[config.mk]
export PLATFORM = sky130hd
export DESIGN_NAME = dds_frequency_lock_pi_step
export DESIGN_NICKNAME = d
export VERILOG_FILES = /design/src/rtl/dfl_pkg.sv /design/src/rtl/dfl_csr.sv /design/src/rtl/dfl_sequencer.sv /design/src/rtl/dfl_datapath.sv /design/src/rtl/dds_frequency_lock_pi_step.sv
export SDC_FILE = /design/constraint.sdc
export NUM_CORES = 2
export LEC_CHECK = 0
export ABC_CLOCK_PERIOD_IN_PS = 10760
export BUFFER_PORTS_ARGS = -buffer_cell sky130_fd_sc_hd__buf_2
export CAP_MARGIN = 40
export CORE_MARGIN = 2
export CORE_UTILIZATION = 27
export CTS_CLUSTER_DIAMETER = 80
export DETAILED_ROUTE_END_ITERATION = 16
export SETUP_SLACK_MARGIN = 0.4
export SKIP_LAST_GASP = 1
export SYNTH_ARGS = -nofsm -noshare
export SYNTH_HDL_FRONTEND = slang
export SYNTH_SLANG_ARGS = --single-unit
[constraint.sdc]
create_clock -name clock -period 10.76 [get_ports clock]
set_input_delay 1.076 -clock clock [delete_from_list [all_inputs] [get_ports clock]]
set_output_delay 1.076 -clock clock [all_outputs]
set_load 0.005 [all_outputs]
[src/rtl/dfl_pkg.sv]
// Shared types, constants and the microcode program of the DDS frequency-lock PI step.
// No dependencies; every other file of the block imports this package.
package dfl_pkg;

   // field widths
   localparam int FREQ_W   = 28;
   localparam int ERR_W    = 29;
   localparam int GAIN_W   = 16;
   localparam int WPH_W    = 24;
   localparam int INTEG_W  = 15;
   localparam int STEP_W   = 14;
   localparam int MUL_A_W  = 17;
   localparam int MUL_B_W  = 28;
   localparam int PROD_W   = MUL_A_W + MUL_B_W;
   localparam int SUM_W    = 39;
   localparam int CSR_IDX_W = 3;
   localparam int CSR_DAT_W = 28;
   localparam int UPC_W    = 5;
   localparam int REQ_DATA_W = 56;
   localparam int RSP_DATA_W = 96;

   // fixed constants of the control law
   localparam logic [FREQ_W-1:0]       FREQ_RESET   = 28'd10240000;  // 40 kHz in Q20.8
   localparam logic signed [ERR_W-1:0] DEAD_ZONE_Q8 = 29'sd512;      // 2 Hz
   localparam logic signed [SUM_W-1:0] INTEG_LIMIT  = 39'sd12800;    // 50 Hz
   localparam logic signed [SUM_W-1:0] STEP_LIMIT   = 39'sd5120;     // 20 Hz
   localparam logic [1:0]              REG_SELECT   = 2'b01;
   localparam int                      HALF_W       = 14;

   // register indexes
   localparam logic [CSR_IDX_W-1:0] REG_ALPHA_EXT  = 3'd0;
   localparam logic [CSR_IDX_W-1:0] REG_ALPHA_GEN  = 3'd1;
   localparam logic [CSR_IDX_W-1:0] REG_PROP_GAIN  = 3'd2;
   localparam logic [CSR_IDX_W-1:0] REG_INTEG_GAIN = 3'd3;
   localparam logic [CSR_IDX_W-1:0] REG_LOCK_TOL   = 3'd4;
   localparam logic [CSR_IDX_W-1:0] REG_WORD_PER_HZ = 3'd5;
   localparam logic [CSR_IDX_W-1:0] REG_START_WORD = 3'd6;

   // register reset values
   localparam logic [GAIN_W-1:0] ALPHA_EXT_RST  = 16'd58982;
   localparam logic [GAIN_W-1:0] ALPHA_GEN_RST  = 16'd32768;
   localparam logic [GAIN_W-1:0] PROP_GAIN_RST  = 16'd128;
   localparam logic [GAIN_W-1:0] INTEG_GAIN_RST = 16'd26;
   localparam logic [GAIN_W-1:0] LOCK_TOL_RST   = 16'd256;
   localparam logic [WPH_W-1:0]  WPH_RST        = 24'd703687;
   localparam logic [FREQ_W-1:0] START_WORD_RST = 28'd0;

   typedef struct packed {
      logic [GAIN_W-1:0] alpha_ext;
      logic [GAIN_W-1:0] alpha_gen;
      logic [GAIN_W-1:0] prop_gain;
      logic [GAIN_W-1:0] integ_gain;
      logic [GAIN_W-1:0] lock_tol;
      logic [WPH_W-1:0]  word_per_hz;
      logic [FREQ_W-1:0] start_word;
   } dfl_cfg_type;

   // datapath operations, one per microcode step
   typedef enum logic [4:0] {
      OP_NOP,
      OP_START,
      OP_SEED,
      OP_MUL_EXT_OLD,
      OP_MUL_EXT_NEW,
      OP_STORE_EXT,
      OP_MUL_GEN_OLD,
      OP_MUL_GEN_NEW,
      OP_STORE_GEN,
      OP_ERROR,
      OP_MUL_KI,
      OP_INTEG,
      OP_MUL_KP,
      OP_STEP,
      OP_MUL_WORD,
      OP_WORD,
      OP_DONE
   } dfl_op_type;

   // jump conditions
   typedef enum logic [2:0] {
      COND_NEXT,
      COND_ALWAYS,
      COND_NOT_VALID,
      COND_SEEDED,
      COND_IN_TOL
   } dfl_cond_type;

   typedef struct packed {
      dfl_op_type         op;
      dfl_cond_type       cond;
      logic [UPC_W-1:0]   target;
   } dfl_uword_type;

   // datapath flags seen by the sequencer
   typedef struct packed {
      logic frame_valid;
      logic seeded;
      logic in_tol;
      logic out_free;
   } dfl_status_type;

   // program addresses used as jump targets
   localparam logic [UPC_W-1:0] UA_START = 5'd0;
   localparam logic [UPC_W-1:0] UA_SMOOTH = 5'd3;
   localparam logic [UPC_W-1:0] UA_ERROR = 5'd9;
   localparam logic [UPC_W-1:0] UA_DONE  = 5'd16;

   function automatic dfl_uword_type dfl_uw(input dfl_op_type op, input dfl_cond_type cond,
                                            input logic [UPC_W-1:0] target);
      dfl_uword_type w;
      w.op     = op;
      w.cond   = cond;
      w.target = target;
      return w;
   endfunction

   // microcode program
   function automatic dfl_uword_type dfl_ucode(input logic [UPC_W-1:0] addr);
      dfl_uword_type w;
      unique case (addr)
         5'd0:    w = dfl_uw(OP_START,       COND_NOT_VALID, UA_DONE);
         5'd1:    w = dfl_uw(OP_NOP,         COND_SEEDED,    UA_SMOOTH);
         5'd2:    w = dfl_uw(OP_SEED,        COND_ALWAYS,    UA_ERROR);
         5'd3:    w = dfl_uw(OP_MUL_EXT_OLD, COND_NEXT,      UA_START);
         5'd4:    w = dfl_uw(OP_MUL_EXT_NEW, COND_NEXT,      UA_START);
         5'd5:    w = dfl_uw(OP_STORE_EXT,   COND_NEXT,      UA_START);
         5'd6:    w = dfl_uw(OP_MUL_GEN_OLD, COND_NEXT,      UA_START);
         5'd7:    w = dfl_uw(OP_MUL_GEN_NEW, COND_NEXT,      UA_START);
         5'd8:    w = dfl_uw(OP_STORE_GEN,   COND_NEXT,      UA_START);
         5'd9:    w = dfl_uw(OP_ERROR,       COND_NEXT,      UA_START);
         5'd10:   w = dfl_uw(OP_MUL_KI,      COND_NEXT,      UA_START);
         5'd11:   w = dfl_uw(OP_INTEG,       COND_NEXT,      UA_START);
         5'd12:   w = dfl_uw(OP_MUL_KP,      COND_NEXT,      UA_START);
         5'd13:   w = dfl_uw(OP_STEP,        COND_IN_TOL,    UA_DONE);
         5'd14:   w = dfl_uw(OP_MUL_WORD,    COND_NEXT,      UA_START);
         5'd15:   w = dfl_uw(OP_WORD,        COND_NEXT,      UA_START);
         default: w = dfl_uw(OP_DONE,        COND_NEXT,      UA_START);
      endcase
      return w;
   endfunction

endpackage

[src/rtl/dfl_csr.sv]
// Configuration registers of the frequency-lock step, written through the csr_ channel.
// Depends on dfl_pkg.
module dfl_csr (
   input  logic                          clock,
   input  logic                          reset,
   input  logic                          csr_valid,
   output logic                          csr_ready,
   input  logic [dfl_pkg::CSR_IDX_W-1:0] csr_index,
   input  logic [dfl_pkg::CSR_DAT_W-1:0] csr_data,
   output dfl_pkg::dfl_cfg_type          cfg,
   output logic                          load_word
);
   import dfl_pkg::*;

   dfl_cfg_type cfg_ff, cfg_in;
   logic        load_word_ff, load_word_in;
   logic        wr_en;

   assign csr_ready = 1'b1;
   assign wr_en     = csr_valid && csr_ready;

   // register write decode; unknown indexes are dropped
   always_comb begin
      cfg_in       = cfg_ff;
      load_word_in = 1'b0;
      if (wr_en) begin
         unique case (csr_index)
            REG_ALPHA_EXT:   cfg_in.alpha_ext   = csr_data[GAIN_W-1:0];
            REG_ALPHA_GEN:   cfg_in.alpha_gen   = csr_data[GAIN_W-1:0];
            REG_PROP_GAIN:   cfg_in.prop_gain   = csr_data[GAIN_W-1:0];
            REG_INTEG_GAIN:  cfg_in.integ_gain  = csr_data[GAIN_W-1:0];
            REG_LOCK_TOL:    cfg_in.lock_tol    = csr_data[GAIN_W-1:0];
            REG_WORD_PER_HZ: cfg_in.word_per_hz = csr_data[WPH_W-1:0];
            REG_START_WORD: begin
               cfg_in.start_word = csr_data[FREQ_W-1:0];
               load_word_in      = 1'b1;
            end
            default: ;
         endcase
      end
   end

   // the current word is loaded in the cycle after the write, from the updated register
   always_ff @(posedge clock) begin
      if (reset) begin
         cfg_ff.alpha_ext   <= ALPHA_EXT_RST;
         cfg_ff.alpha_gen   <= ALPHA_GEN_RST;
         cfg_ff.prop_gain   <= PROP_GAIN_RST;
         cfg_ff.integ_gain  <= INTEG_GAIN_RST;
         cfg_ff.lock_tol    <= LOCK_TOL_RST;
         cfg_ff.word_per_hz <= WPH_RST;
         cfg_ff.start_word  <= START_WORD_RST;
         load_word_ff       <= 1'b0;
      end else begin
         cfg_ff       <= cfg_in;
         load_word_ff <= load_word_in;
      end
   end

   assign cfg       = cfg_ff;
   assign load_word = load_word_ff;

endmodule

[src/rtl/dfl_sequencer.sv]
// Microcode sequencer: step counter, program table lookup and conditional jumps.
// Depends on dfl_pkg for the program and the control word types.
module dfl_sequencer (
   input  logic                    clock,
   input  logic                    reset,
   input  logic                    req_tvalid,
   output logic                    req_tready,
   input  dfl_pkg::dfl_status_type status,
   output dfl_pkg::dfl_op_type     exec_op
);
   import dfl_pkg::*;

   typedef enum logic {
      SEQ_IDLE,
      SEQ_RUN
   } seq_state_type;

   seq_state_type    state_ff, state_in;
   logic [UPC_W-1:0] pc_ff, pc_in;
   dfl_uword_type    uword;
   logic             take_jump;
   logic             running;
   logic             hold;

   assign uword      = dfl_ucode(pc_ff);
   assign running    = (state_ff == SEQ_RUN);
   assign req_tready = (state_ff == SEQ_IDLE);
   // the final step waits while the previous result is still on the port
   assign hold       = (uword.op == OP_DONE) && !status.out_free;
   assign exec_op    = (running && !hold) ? uword.op : OP_NOP;

   // jump condition decode
   always_comb begin
      unique case (uword.cond)
         COND_NEXT:      take_jump = 1'b0;
         COND_ALWAYS:    take_jump = 1'b1;
         COND_NOT_VALID: take_jump = !status.frame_valid;
         COND_SEEDED:    take_jump = status.seeded;
         COND_IN_TOL:    take_jump = status.in_tol;
         default:        take_jump = 1'b0;
      endcase
   end

   // next state and step counter
   always_comb begin
      state_in = state_ff;
      pc_in    = pc_ff;
      unique case (state_ff)
         SEQ_IDLE: begin
            if (req_tvalid) begin
               state_in = SEQ_RUN;
               pc_in    = UA_START;
            end
         end
         SEQ_RUN: begin
            if (uword.op == OP_DONE) begin
               if (!hold) state_in = SEQ_IDLE;
            end else if (take_jump) begin
               pc_in = uword.target;
            end else begin
               pc_in = pc_ff + 1'b1;
            end
         end
         default: state_in = SEQ_IDLE;
      endcase
   end

   always_ff @(posedge clock) begin
      if (reset) begin
         state_ff <= SEQ_IDLE;
         pc_ff    <= UA_START;
      end else begin
         state_ff <= state_in;
         pc_ff    <= pc_in;
      end
   end

   // a new request always starts the program at its first step
   assert property (@(posedge clock) disable iff (reset)
      (req_tvalid && req_tready) |=> (running && pc_ff == UA_START))
      else $error("sequencer did not start at the first step");

   // the step counter never leaves the program
   assert property (@(posedge clock) disable iff (reset)
      running |-> (pc_ff <= UA_DONE))
      else $error("step counter outside the program");

endmodule

[src/rtl/dfl_datapath.sv]
// Datapath of the frequency-lock step: smoother, integrator and tuning word state,
// one shared multiplier and the result register. Depends on dfl_pkg.
module dfl_datapath (
   input  logic                           clock,
   input  logic                           reset,
   input  logic                           req_accept,
   input  logic [dfl_pkg::REQ_DATA_W-1:0] req_tdata,
   input  logic                           req_tuser,
   input  dfl_pkg::dfl_cfg_type           cfg,
   input  logic                           load_word,
   input  dfl_pkg::dfl_op_type            exec_op,
   output dfl_pkg::dfl_status_type        status,
   output logic                           rsp_tvalid,
   input  logic                           rsp_tready,
   output logic [dfl_pkg::RSP_DATA_W-1:0] rsp_tdata,
   output logic                           rsp_tuser
);
   import dfl_pkg::*;

   function automatic logic signed [SUM_W-1:0] clamp_sym(input logic signed [SUM_W-1:0] v,
                                                         input logic signed [SUM_W-1:0] lim);
      logic signed [SUM_W-1:0] r;
      if (v > lim)       r = lim;
      else if (v < -lim) r = -lim;
      else               r = v;
      return r;
   endfunction

   // captured request
   logic [FREQ_W-1:0] ext_ff, gen_ff;
   logic              fv_ff;
   // persistent state
   logic [FREQ_W-1:0]         sext_ff, sext_in, sgen_ff, sgen_in;
   logic                      seeded_ff, seeded_in;
   logic signed [INTEG_W-1:0] integ_ff, integ_in;
   logic [FREQ_W-1:0]         word_ff, word_in;
   // working registers
   logic [PROD_W-1:0]         acc_ff, acc_in, prod_ff, prod_in;
   logic signed [ERR_W-1:0]   err_ff, err_in;
   logic [FREQ_W-1:0]         mag_e_ff, mag_e_in;
   logic signed [STEP_W-1:0]  step_ff, step_in;
   logic                      written_ff, written_in;
   // result register
   logic                      rsp_valid_ff, rsp_valid_in;
   logic [RSP_DATA_W-1:0]     rsp_data_ff, rsp_data_in;
   logic                      rsp_user_ff, rsp_user_in;

   logic [MUL_A_W-1:0]      mul_a;
   logic [MUL_B_W-1:0]      mul_b;
   logic [PROD_W:0]         smooth_sum;
   logic signed [ERR_W-1:0] diff;
   logic signed [ERR_W-1:0] err_dz;
   logic [PROD_W-1:0]       prod_rnd;
   logic signed [SUM_W-1:0] gain_term;
   logic signed [SUM_W-1:0] integ_sum;
   logic signed [SUM_W-1:0] step_sum;
   logic signed [SUM_W-1:0] integ_clamped;
   logic signed [SUM_W-1:0] step_clamped;
   logic signed [STEP_W-1:0] step_abs;
   logic [STEP_W-2:0]       mag_step;
   logic [ERR_W-1:0]        err_abs;
   logic [PROD_W-25:0]      delta;

   // operand select for the shared multiplier
   always_comb begin
      unique case (exec_op)
         OP_MUL_EXT_OLD: begin
            mul_a = {1'b0, cfg.alpha_ext};
            mul_b = sext_ff;
         end
         OP_MUL_EXT_NEW: begin
            mul_a = 17'h10000 - {1'b0, cfg.alpha_ext};
            mul_b = ext_ff;
         end
         OP_MUL_GEN_OLD: begin
            mul_a = {1'b0, cfg.alpha_gen};
            mul_b = sgen_ff;
         end
         OP_MUL_GEN_NEW: begin
            mul_a = 17'h10000 - {1'b0, cfg.alpha_gen};
            mul_b = gen_ff;
         end
         OP_MUL_KI: begin
            mul_a = {1'b0, cfg.integ_gain};
            mul_b = mag_e_ff;
         end
         OP_MUL_KP: begin
            mul_a = {1'b0, cfg.prop_gain};
            mul_b = mag_e_ff;
         end
         OP_MUL_WORD: begin
            mul_a = {{(MUL_A_W-STEP_W+1){1'b0}}, mag_step};
            mul_b = {{(MUL_B_W-WPH_W){1'b0}}, cfg.word_per_hz};
         end
         default: begin
            mul_a = '0;
            mul_b = '0;
         end
      endcase
   end

   assign prod_in = {{MUL_B_W{1'b0}}, mul_a} * {{MUL_A_W{1'b0}}, mul_b};

   // smoother: weighted sum rounded back to Q20.8
   assign smooth_sum = {1'b0, acc_ff} + {1'b0, prod_ff} + (PROD_W+1)'(32768);

   // error with dead zone
   assign diff   = $signed({1'b0, sext_ff}) - $signed({1'b0, sgen_ff});
   assign err_dz = (diff > -DEAD_ZONE_Q8 && diff < DEAD_ZONE_Q8) ? '0 : diff;
   assign err_abs = err_dz[ERR_W-1] ? -err_dz : err_dz;

   // gain product rounded to Q.8, tie away from zero, sign of the error applied
   assign prod_rnd  = prod_ff + PROD_W'(128);
   assign gain_term = err_ff[ERR_W-1] ? -$signed({2'b00, prod_rnd[PROD_W-1:8]})
                                      :  $signed({2'b00, prod_rnd[PROD_W-1:8]});
   assign integ_sum = gain_term + SUM_W'(integ_ff);
   assign step_sum  = gain_term + SUM_W'(integ_ff);
   assign integ_clamped = clamp_sym(integ_sum, INTEG_LIMIT);
   assign step_clamped  = clamp_sym(step_sum, STEP_LIMIT);

   assign step_abs = step_ff[STEP_W-1] ? -step_ff : step_ff;
   assign mag_step = step_abs[STEP_W-2:0];
   assign delta    = prod_ff[PROD_W-1:24];

   // per-step register updates
   always_comb begin
      sext_in    = sext_ff;
      sgen_in    = sgen_ff;
      seeded_in  = seeded_ff;
      integ_in   = integ_ff;
      word_in    = word_ff;
      acc_in     = acc_ff;
      err_in     = err_ff;
      mag_e_in   = mag_e_ff;
      step_in    = step_ff;
      written_in = written_ff;
      rsp_data_in = rsp_data_ff;
      rsp_user_in = rsp_user_ff;
      rsp_valid_in = rsp_tready ? 1'b0 : rsp_valid_ff;
      case (exec_op) inside
         OP_START: begin
            err_in     = '0;
            written_in = 1'b0;
         end
         OP_SEED: begin
            sext_in   = ext_ff;
            sgen_in   = gen_ff;
            seeded_in = 1'b1;
         end
         OP_MUL_EXT_NEW, OP_MUL_GEN_NEW: acc_in = prod_ff;
         OP_STORE_EXT:   sext_in = smooth_sum[FREQ_W+15:16];
         OP_STORE_GEN:   sgen_in = smooth_sum[FREQ_W+15:16];
         OP_ERROR: begin
            err_in   = err_dz;
            mag_e_in = err_abs[FREQ_W-1:0];
            // integrator clears when the error turns against it
            if ((integ_ff > 0 && err_dz < 0) || (integ_ff < 0 && err_dz > 0)) integ_in = '0;
         end
         OP_INTEG:  integ_in = integ_clamped[INTEG_W-1:0];
         OP_STEP:   step_in  = step_clamped[STEP_W-1:0];
         OP_WORD: begin
            if (step_ff[STEP_W-1]) word_in = word_ff - FREQ_W'(delta);
            else                   word_in = word_ff + FREQ_W'(delta);
            written_in = 1'b1;
         end
         OP_DONE: begin
            rsp_valid_in = 1'b1;
            rsp_user_in  = written_ff;
            rsp_data_in  = {7'b0, err_ff,
                            REG_SELECT, word_ff[FREQ_W-1:HALF_W],
                            REG_SELECT, word_ff[HALF_W-1:0],
                            word_ff};
         end
         default: ;
      endcase
      if (load_word) word_in = cfg.start_word;
   end

   always_ff @(posedge clock) begin
      if (reset) begin
         sext_ff      <= FREQ_RESET;
         sgen_ff      <= FREQ_RESET;
         seeded_ff    <= 1'b0;
         integ_ff     <= '0;
         word_ff      <= START_WORD_RST;
         rsp_valid_ff <= 1'b0;
      end else begin
         sext_ff      <= sext_in;
         sgen_ff      <= sgen_in;
         seeded_ff    <= seeded_in;
         integ_ff     <= integ_in;
         word_ff      <= word_in;
         rsp_valid_ff <= rsp_valid_in;
      end
   end

   // working and payload registers
   always_ff @(posedge clock) begin
      if (req_accept) begin
         ext_ff <= req_tdata[FREQ_W-1:0];
         gen_ff <= req_tdata[2*FREQ_W-1:FREQ_W];
         fv_ff  <= req_tuser;
      end
      acc_ff      <= acc_in;
      prod_ff     <= prod_in;
      err_ff      <= err_in;
      mag_e_ff    <= mag_e_in;
      step_ff     <= step_in;
      written_ff  <= written_in;
      rsp_data_ff <= rsp_data_in;
      rsp_user_ff <= rsp_user_in;
   end

   assign status.frame_valid = fv_ff;
   assign status.seeded      = seeded_ff;
   assign status.in_tol      = (mag_e_ff <= FREQ_W'(cfg.lock_tol));
   assign status.out_free    = !rsp_valid_ff || rsp_tready;

   assign rsp_tvalid = rsp_valid_ff;
   assign rsp_tdata  = rsp_data_ff;
   assign rsp_tuser  = rsp_user_ff;

   // integrator stays inside its clamp
   assert property (@(posedge clock) disable iff (reset)
      (SUM_W'(integ_ff) <= INTEG_LIMIT) && (SUM_W'(integ_ff) >= -INTEG_LIMIT))
      else $error("integrator beyond its limit");

   // a word update always follows a step that is inside its clamp
   assert property (@(posedge clock) disable iff (reset)
      (exec_op == OP_WORD) |-> ((SUM_W'(step_ff) <= STEP_LIMIT) &&
                                (SUM_W'(step_ff) >= -STEP_LIMIT)))
      else $error("step beyond its limit at word update");

endmodule

[src/rtl/dds_frequency_lock_pi_step.sv]
// Top level of the DDS frequency-lock PI step for one channel.
// Depends on dfl_pkg, dfl_csr, dfl_sequencer and dfl_datapath.
//
// One request carries one frame's measured external and DDS frequencies plus a
// frame-valid flag; one response carries the tuning word after the step, its two
// 16-bit frequency register words, the dead-zoned smoothed error and a flag that
// says the word was updated. A microcoded program steps a single shared 17x28
// multiplier through smoothing, integral, proportional and word-delta products,
// so the program length sets the rate; no new request is taken until the program
// ends. A frame within tolerance skips the word steps, the first valid frame
// seeds the smoothers instead of smoothing them, an invalid frame goes straight
// to the final step, and the final step waits while the previous response waits
// on rsp_tready. Configuration writes are taken in every cycle and
// must be made while no request is in flight; writing the start tuning word also
// loads the current word. Two channels need two instances.
module dds_frequency_lock_pi_step (
   input  logic                           clock,
   input  logic                           reset,
   // request: frame measurements
   input  logic                           req_tvalid,
   output logic                           req_tready,
   input  logic [dfl_pkg::REQ_DATA_W-1:0] req_tdata,   // measured_external[27:0], measured_generated[55:28]
   input  logic                           req_tuser,   // frame_valid
   // response: step result
   output logic                           rsp_tvalid,
   input  logic                           rsp_tready,
   output logic [dfl_pkg::RSP_DATA_W-1:0] rsp_tdata,   // tuning_word[27:0], low_reg_word[43:28],
                                                       // high_reg_word[59:44], freq_error[88:60], zeros
   output logic                           rsp_tuser,   // word_written
   // configuration writes
   input  logic                           csr_valid,
   output logic                           csr_ready,
   input  logic [dfl_pkg::CSR_IDX_W-1:0]  csr_index,
   input  logic [dfl_pkg::CSR_DAT_W-1:0]  csr_data
);
   import dfl_pkg::*;

   dfl_cfg_type    cfg;
   logic           load_word;
   dfl_status_type status;
   dfl_op_type     exec_op;
   logic           req_accept;

   assign req_accept = req_tvalid && req_tready;

   dfl_csr u_csr (
      .clock     (clock),
      .reset     (reset),
      .csr_valid (csr_valid),
      .csr_ready (csr_ready),
      .csr_index (csr_index),
      .csr_data  (csr_data),
      .cfg       (cfg),
      .load_word (load_word)
   );

   dfl_sequencer u_seq (
      .clock      (clock),
      .reset      (reset),
      .req_tvalid (req_tvalid),
      .req_tready (req_tready),
      .status     (status),
      .exec_op    (exec_op)
   );

   dfl_datapath u_dp (
      .clock      (clock),
      .reset      (reset),
      .req_accept (req_accept),
      .req_tdata  (req_tdata),
      .req_tuser  (req_tuser),
      .cfg        (cfg),
      .load_word  (load_word),
      .exec_op    (exec_op),
      .status     (status),
      .rsp_tvalid (rsp_tvalid),
      .rsp_tready (rsp_tready),
      .rsp_tdata  (rsp_tdata),
      .rsp_tuser  (rsp_tuser)
   );

endmodule

-- Word-level counts from Yosys, hierarchy flattened
Memories as Yosys holds them, arrays and structs flattened. A register that Yosys moved wholly into a read port is not among the register bits.
Cells that the tools add are included.
- add/sub/neg operators: 13
- multiply operators: 1
- divide/modulo/power cells: 0
- order comparisons: 11
- eq/ne operators: 40
- shift operators: 0
- muxes and demuxes: 55
- bitwise gates (word level): 11
- reductions and logical operators: 40
- operators with widths (cell ; count):
    2-to-1 mux 28 bit ; 19
    case mux 28 bit (6 select lines) ; 1
    case mux 17 bit (7 select lines) ; 1
    2-to-1 mux 15 bit ; 5
    adder 45 x 8 -> 45 bit (second input constant) ; 1
    multiplier 17 x 28 -> 45 bit ; 1
    adder 44 x 16 -> 44 bit (second input constant) ; 1
    adder 44 bit ; 1
    == test 5 x 4 -> 1 bit (second input constant) ; 8
    adder 39 x 15 -> 39 bit ; 1
    > comparator 39 x 14 -> 1 bit (second input constant) ; 1
    > comparator 39 x 15 -> 1 bit (second input constant) ; 1
    less-than comparator 39 x 14 -> 1 bit (second input constant) ; 1
    less-than comparator 39 x 15 -> 1 bit (second input constant) ; 1
    2-to-1 mux 39 bit ; 1
    negation 37 -> 39 bit ; 1
    subtractor 17 x 16 -> 17 bit (first input constant) ; 2
    > comparator 29 x 1 -> 1 bit (second input constant) ; 1
    > comparator 29 x 10 -> 1 bit (second input constant) ; 1
    less-than comparator 29 x 1 -> 1 bit (second input constant) ; 1
    less-than comparator 29 x 11 -> 1 bit (second input constant) ; 1
    2-to-1 mux 29 bit ; 1
    subtractor 28 x 28 -> 29 bit ; 1
    adder 28 x 21 -> 28 bit ; 1
    other kinds (40) ; 117
- register bits: 544
- bits in latches: 0
- RAM bits: 0
- memory bits (read-only): 176
- input port bits: 93
- logic and storage cells: 200
- memories: 1
- memories (name ; depth ; bits a word ; rd ports ; clocked after Yosys merged registers in ; write ports ; RTL line ; RTL):
    (name not given) ; 16 ; 11 ; 1 ; 1 ; 0 ; dfl_pkg.sv:120 ; unique case (addr)

-- Logic depth before layout (Yosys ltp)
- depth after elaboration: 18
- mapped depth: 39
- depth with buffers taken out: 37

-- Modules after synthesis
A second synthesis with hierarchy kept.
- cells, all modules: 5524
- area, all modules: 48086.1 µm²
- by module, submodules not included (module ; instances ; cells an instance ; area an instance (µm²) ; seq. area each (µm²)):
    dfl_datapath ; 1 ; 4943 ; 41981.5 ; 9559.2
    dfl_csr ; 1 ; 498 ; 5310.1 ; 2662.6
    dfl_sequencer ; 1 ; 82 ; 788.3 ; 320.3
    dds_frequency_lock_pi_step ; 1 ; 1 ; 6.3 ; 0.0

-- Least setup slack after synthesis
OpenSTA, ideal clock, no wires.
- path type: register to register
- from: register u_seq.state_ff (netlist: u_seq.running)
- to: register u_dp.prod_ff[44]
- setup time: 0.072 ns
- data arrival time: 9.137 ns
- slack: 1.551 ns
- stages on the path, launching flop included: 38
- period minus slack after synthesis: 9.209 ns
- path through: dfxtp_1 > nor2b_1 > clkbuf_1 > nand3_1 > nor2_1 > mux2i_1 > ha_1 > nand2_1 > or3b_2 > o21ai_0 > a22oi_1 > o2111ai_1 > clkbuf_1 > nand2_1 > fa_1 > inv_1 > fa_1 > inv_1 > [... 2 more ...] > fa_1 > fa_1 > inv_1 > fa_1 > inv_1 > ha_1 > a21o_1 > a21oi_1 > o2bb2ai_1 > a211oi_1 > nand3_1 > o21ai_0 > o211a_1 > a211o_1 > a31o_2 > o21ai_0 > a21oi_1 > xnor2_1
- cells in the longest elaborated chain, start to end: 6
- RTL lines (element ; RTL line ; RTL):
    start: declaration ; dfl_sequencer.sv:18 ; seq_state_type state_ff, state_in;
    start signal: assignment ; dfl_sequencer.sv:73 ; state_ff <= state_in;
    logical AND 1 bit (*) ; dfl_sequencer.sv:30 ; assign exec_op = (running && !hold) ? uword.op : OP_NOP;
    2-to-1 mux 5 bit (*) ; dfl_sequencer.sv:30 ;
    == test 5 x 4 -> 1 bit ; dfl_datapath.sv:66 ; unique case (exec_op)
    OR reduction 2 bit (no line) ; - ;
    case mux 28 bit (6 select lines) ; dfl_datapath.sv:66 ;
    multiplier 17 x 28 -> 45 bit (*) ; dfl_datapath.sv:102 ; assign prod_in = {{MUL_B_W{1'b0}}, mul_a} * {{MUL_A_W{1'b0}}, mul_b};
    named net u_dp.prod_in[44] ; dfl_datapath.sv:38 ; logic [PROD_W-1:0] acc_ff, acc_in, prod_ff, prod_in;
    end signal: assignment ; dfl_datapath.sv:205 ; prod_ff <= prod_in;
    end: declaration ; dfl_datapath.sv:38 ;
Mark *: on every way through the listed nets, which the timed path passes. The rest lies on a longest branch.
A chain may end at the register's enable or synchronous reset.

-- Worst setup path after layout
Ends and elaborated chain as after synthesis.

==> metrics.txt <==
initial antenna violation count 7; Core Region 0.172 mm2; layout cells sized above 1 0.0849; adder-cell share of the synthesized area 0.254; vias in the first global route 39,654; CP startpoint kind register; worst path arrival time 10,520 ps; status finished clean; DRC viols 0; fin util 0.305; HP Class reg2reg; Slowest-stage cell, CP fa_1; clock slew at reported path FFs 60 ps; clk sink count 526; Internal Power 3440 uW; CP Buf/Inv Count 7; per-cell routed wire length 20.8 um; Routed WL 164,000 um; Top FF cell, synth dfxtp_1; area leader, netlist fa_1; Largest delay share family, worst path adder cells; Post-Syn Area 0.0467 mm2; main area contributors after synthesis fa_1, dfxtp_1, edfxtp_1, ha_1, nand2_1; unique cell type count in the Yosys netlist 100; Synth async-reset ratio 0; drt first-iter violations 4,512; CP max stage delay 560 ps; Setup Skew 44.9 ps; via density per instance 5.17; RSZ-0062 raised after global routing false; DP Area 0.0502 mm2; Synth Area in Simple Gates 0.176; Compound-Gate Fraction of Synth Area 0.167; Crit Path Category reg2reg; die area 0.176 mm2; Die W 420 um; post-DP HPWL 130,000 um; Worst slew margin 0.202; peak supply drop 0.000144 V; largest family of logic cells by synthesized area adder cells; total stage count of the critical path 37; H-tree depth 2; 1st-pass router iterations 14; CTS tree built; Power Dens Cells 89.3 mW/mm2; combinational share of power 0.090; # rows 152; maximum fanout along the worst path 28; Mapped Cells 5,461; port bufs 180; switching share of power 0.264; fin area 0.0523 mm2; final slew viol count 0; Final Setup Violations 0; XOR/XNOR share of the synthesized area 0.0476; P_leak 0.0227 uW; Initial Utilization 0.272; Final Net Count 6,329; Setup TNS Final 0 ps; part of the cycle the worst path needs 0.925; crit path time final 9950 ps; max cap viols 0; Required @ worst endpoint 11,330 ps; CTS Buf Count 59; R2R Setup Slk 810 ps; first-pass GRT wire length 248,000 um; Hold Crit Depth 0; Clock Tree Root clkbuf_16; via total after detailed routing 40,763; Synth Area per Inst 8.55 um2; Synth-to-Final Area Change 12.1%; IO Count 193; sequential fraction of the synthesis area 0.269; critical path's most frequent cell fa_1; Peak Freq 100 MHz; GRT Total Usage 0.183; die height 420 um; power share of the clock group 0.452; fin cells 7,888; switching pwr 1230 uW; synth warn 0; Slew @ Worst Pin 1200 ps; placed cell count 7,767; number of flops mapped to enable cells by yosys 201; Critical Path End Type register; sequential share of power 0.458; GR Overflow Total 0; Total Power 4670 uW; Fin. Hold Viols 0; pin count of the biggest net entering global routing 62; GPL Wtd Cong 0.965; Clock Tree Buf Depth 3; cts hold-fix bufs 0; top cell type's share of synthesized area 0.168; FF-to-FF path depth 37; worst skew pair latency 680 ps; synthesis-stage register bit count 526; mux cell area share after synthesis 0.00697; antenna-violating nets left 0
-- cell usage after synthesis (18+ instances only) --
master    number
a211oi_1      38
a21o_1        88
a21oi_1      424
a221oi_1      23
a222oi_1      52
a22o_1        22
a22oi_1       38
a31oi_1       59
and2_1        57
and3_1        40
and4_1        20
buf_1         18
buf_4         42
clkbuf_1     227
dfxtp_1      325
edfxtp_1     201
fa_1         392
ha_1         321
inv_1        638
mux2i_1       28
nand2_1      913
nand2b_1      30
nand3_1      135
nand4_1       47
nor2_1       278
nor2b_1       32
nor3_1       100
nor4_1        37
o211a_1       23
o211ai_1      20
o21a_1        38
o21ai_0      187
o21bai_1      19
o31ai_1       23
or2_2         23
or3_1         25
xnor2_1      170
xor2_1        82
-- cell usage in the layout, fill, tap and decap left out, types with 101 or more instances in the layout --
master	instances
nand2_1	913
o21ai_0	186
dfxtp_1	325
fa_1	392
buf_4	101
ha_1	321
inv_1	636
buf_2	180
edfxtp_1	201
xnor2_1	170
nand3_1	133
nor2_1	274
a21oi_1	424
-- power by group through the flow --
stage	combinational (uW)	clock (uW)	sequential (uW)
2_1_floorplan	252	0	2150
3_3_place_gp	393	0	2180
3_5_place_dp	404	0	2180
4_1_cts	405	2150	2130
5_1_grt	451	2220	2140
6_report	421	2110	2140
-- worst register-to-register path, delay by kind of cell (launching register included) --
family | cells | cell delay, ps
adders and majority gates | 8 | 3720
AOI/OAI and AO/OA | 13 | 2720
and+or+nand+nor | 7 | 1710
buffers and inverters | 7 | 850
DFF | 1 | 470
muxes | 1 | 280
xor gates and xnor gates | 1 | 130
-- per-stage QoR --
step | setup slack, ps | hold WS, ps
2_1_floorplan | 1550 | 406
3_3_place_gp | 440 | 416
3_5_place_dp | 265 | 419
4_1_cts | 489 | 430
5_1_grt | 387 | 436
6_report | 806 | 424
-- cell families after synthesis --
group | Yosys count
and+or+nand+nor | 1806
AOI/OAI and AO/OA | 1189
buffers and inverters | 940
adders and majority gates | 713
DFF | 526
xor gates and xnor gates | 253
muxes | 32
other | 2
-- area by class of cell --
| type | instances | area (um2) |
|---|---|---|
| multi-input cells | 4005 | 30600 |
| clock inverters | 26 | 282 |
| well taps | 2310 | 2890 |
| inverters | 639 | 2400 |
| diodes | 4 | 10.0 |
| clock buffers | 86 | 1750 |
| repair buffers | 292 | 1820 |
| flip-flops and latches | 526 | 12500 |
| fillers | 17934 | 119000 |
-- final timing paths --
kind / start / to
worst max-delay path: u_seq.running$_SDFF_PP0_ / u_dp.prod_ff[44]$_DFF_P_
worst min-delay path: u_dp.err_ff[18]$_SDFFE_PN0P_ / u_dp.rsp_tdata[78]$_DFFE_PP_
worst max register to register: u_seq.running$_SDFF_PP0_ / u_dp.prod_ff[44]$_DFF_P_
worst min register to register: u_dp.err_ff[18]$_SDFFE_PN0P_ / u_dp.rsp_tdata[78]$_DFFE_PP_
-- flip-flops by register name, summed over array words and instances, names as in the netlist, named ones only --
signal           cells
u_dp.fv_ff           1
u_csr.cfg          132
u_dp.word_ff        28
u_dp.rsp_tuser       1
u_dp.rsp_tdata      57
u_dp.mag_e_ff       28
u_dp.integ_ff       15
u_dp.step_ff        14
u_seq.pc_ff          5
u_dp.acc_ff         44
u_dp.sgen_ff        28
u_dp.sext_ff        28
u_dp.seeded_ff       1
u_csr.load_word      1
u_dp.rsp_tvalid      1
u_seq.running        1
u_dp.prod_ff        45
u_dp.err_ff         29
u_dp.gen_ff         28
u_dp.written_ff      1
u_dp.ext_ff         28
-- per-layer routing --
layer,vias up,track usage,share of wire
met3,278,0.0317,0.086
met4,2,0.0704,0.041
met1,20063,0.250,0.43
met5,-,0,0.00011
li1,18706,-,-
met2,1714,0.286,0.44
-- what timing repair did --
| action | CTS | global route |
|---|---|---|
| endpoints found under the setup margin | 2 | 11 |
| buffers inserted | 0 | 2 |
| hold endpoints to repair | 0 | 0 |
| pin swaps | 0 | 1 |
| resized for setup | 1 | 9 |
No activity file was read; power rests on OpenSTA's default activity.
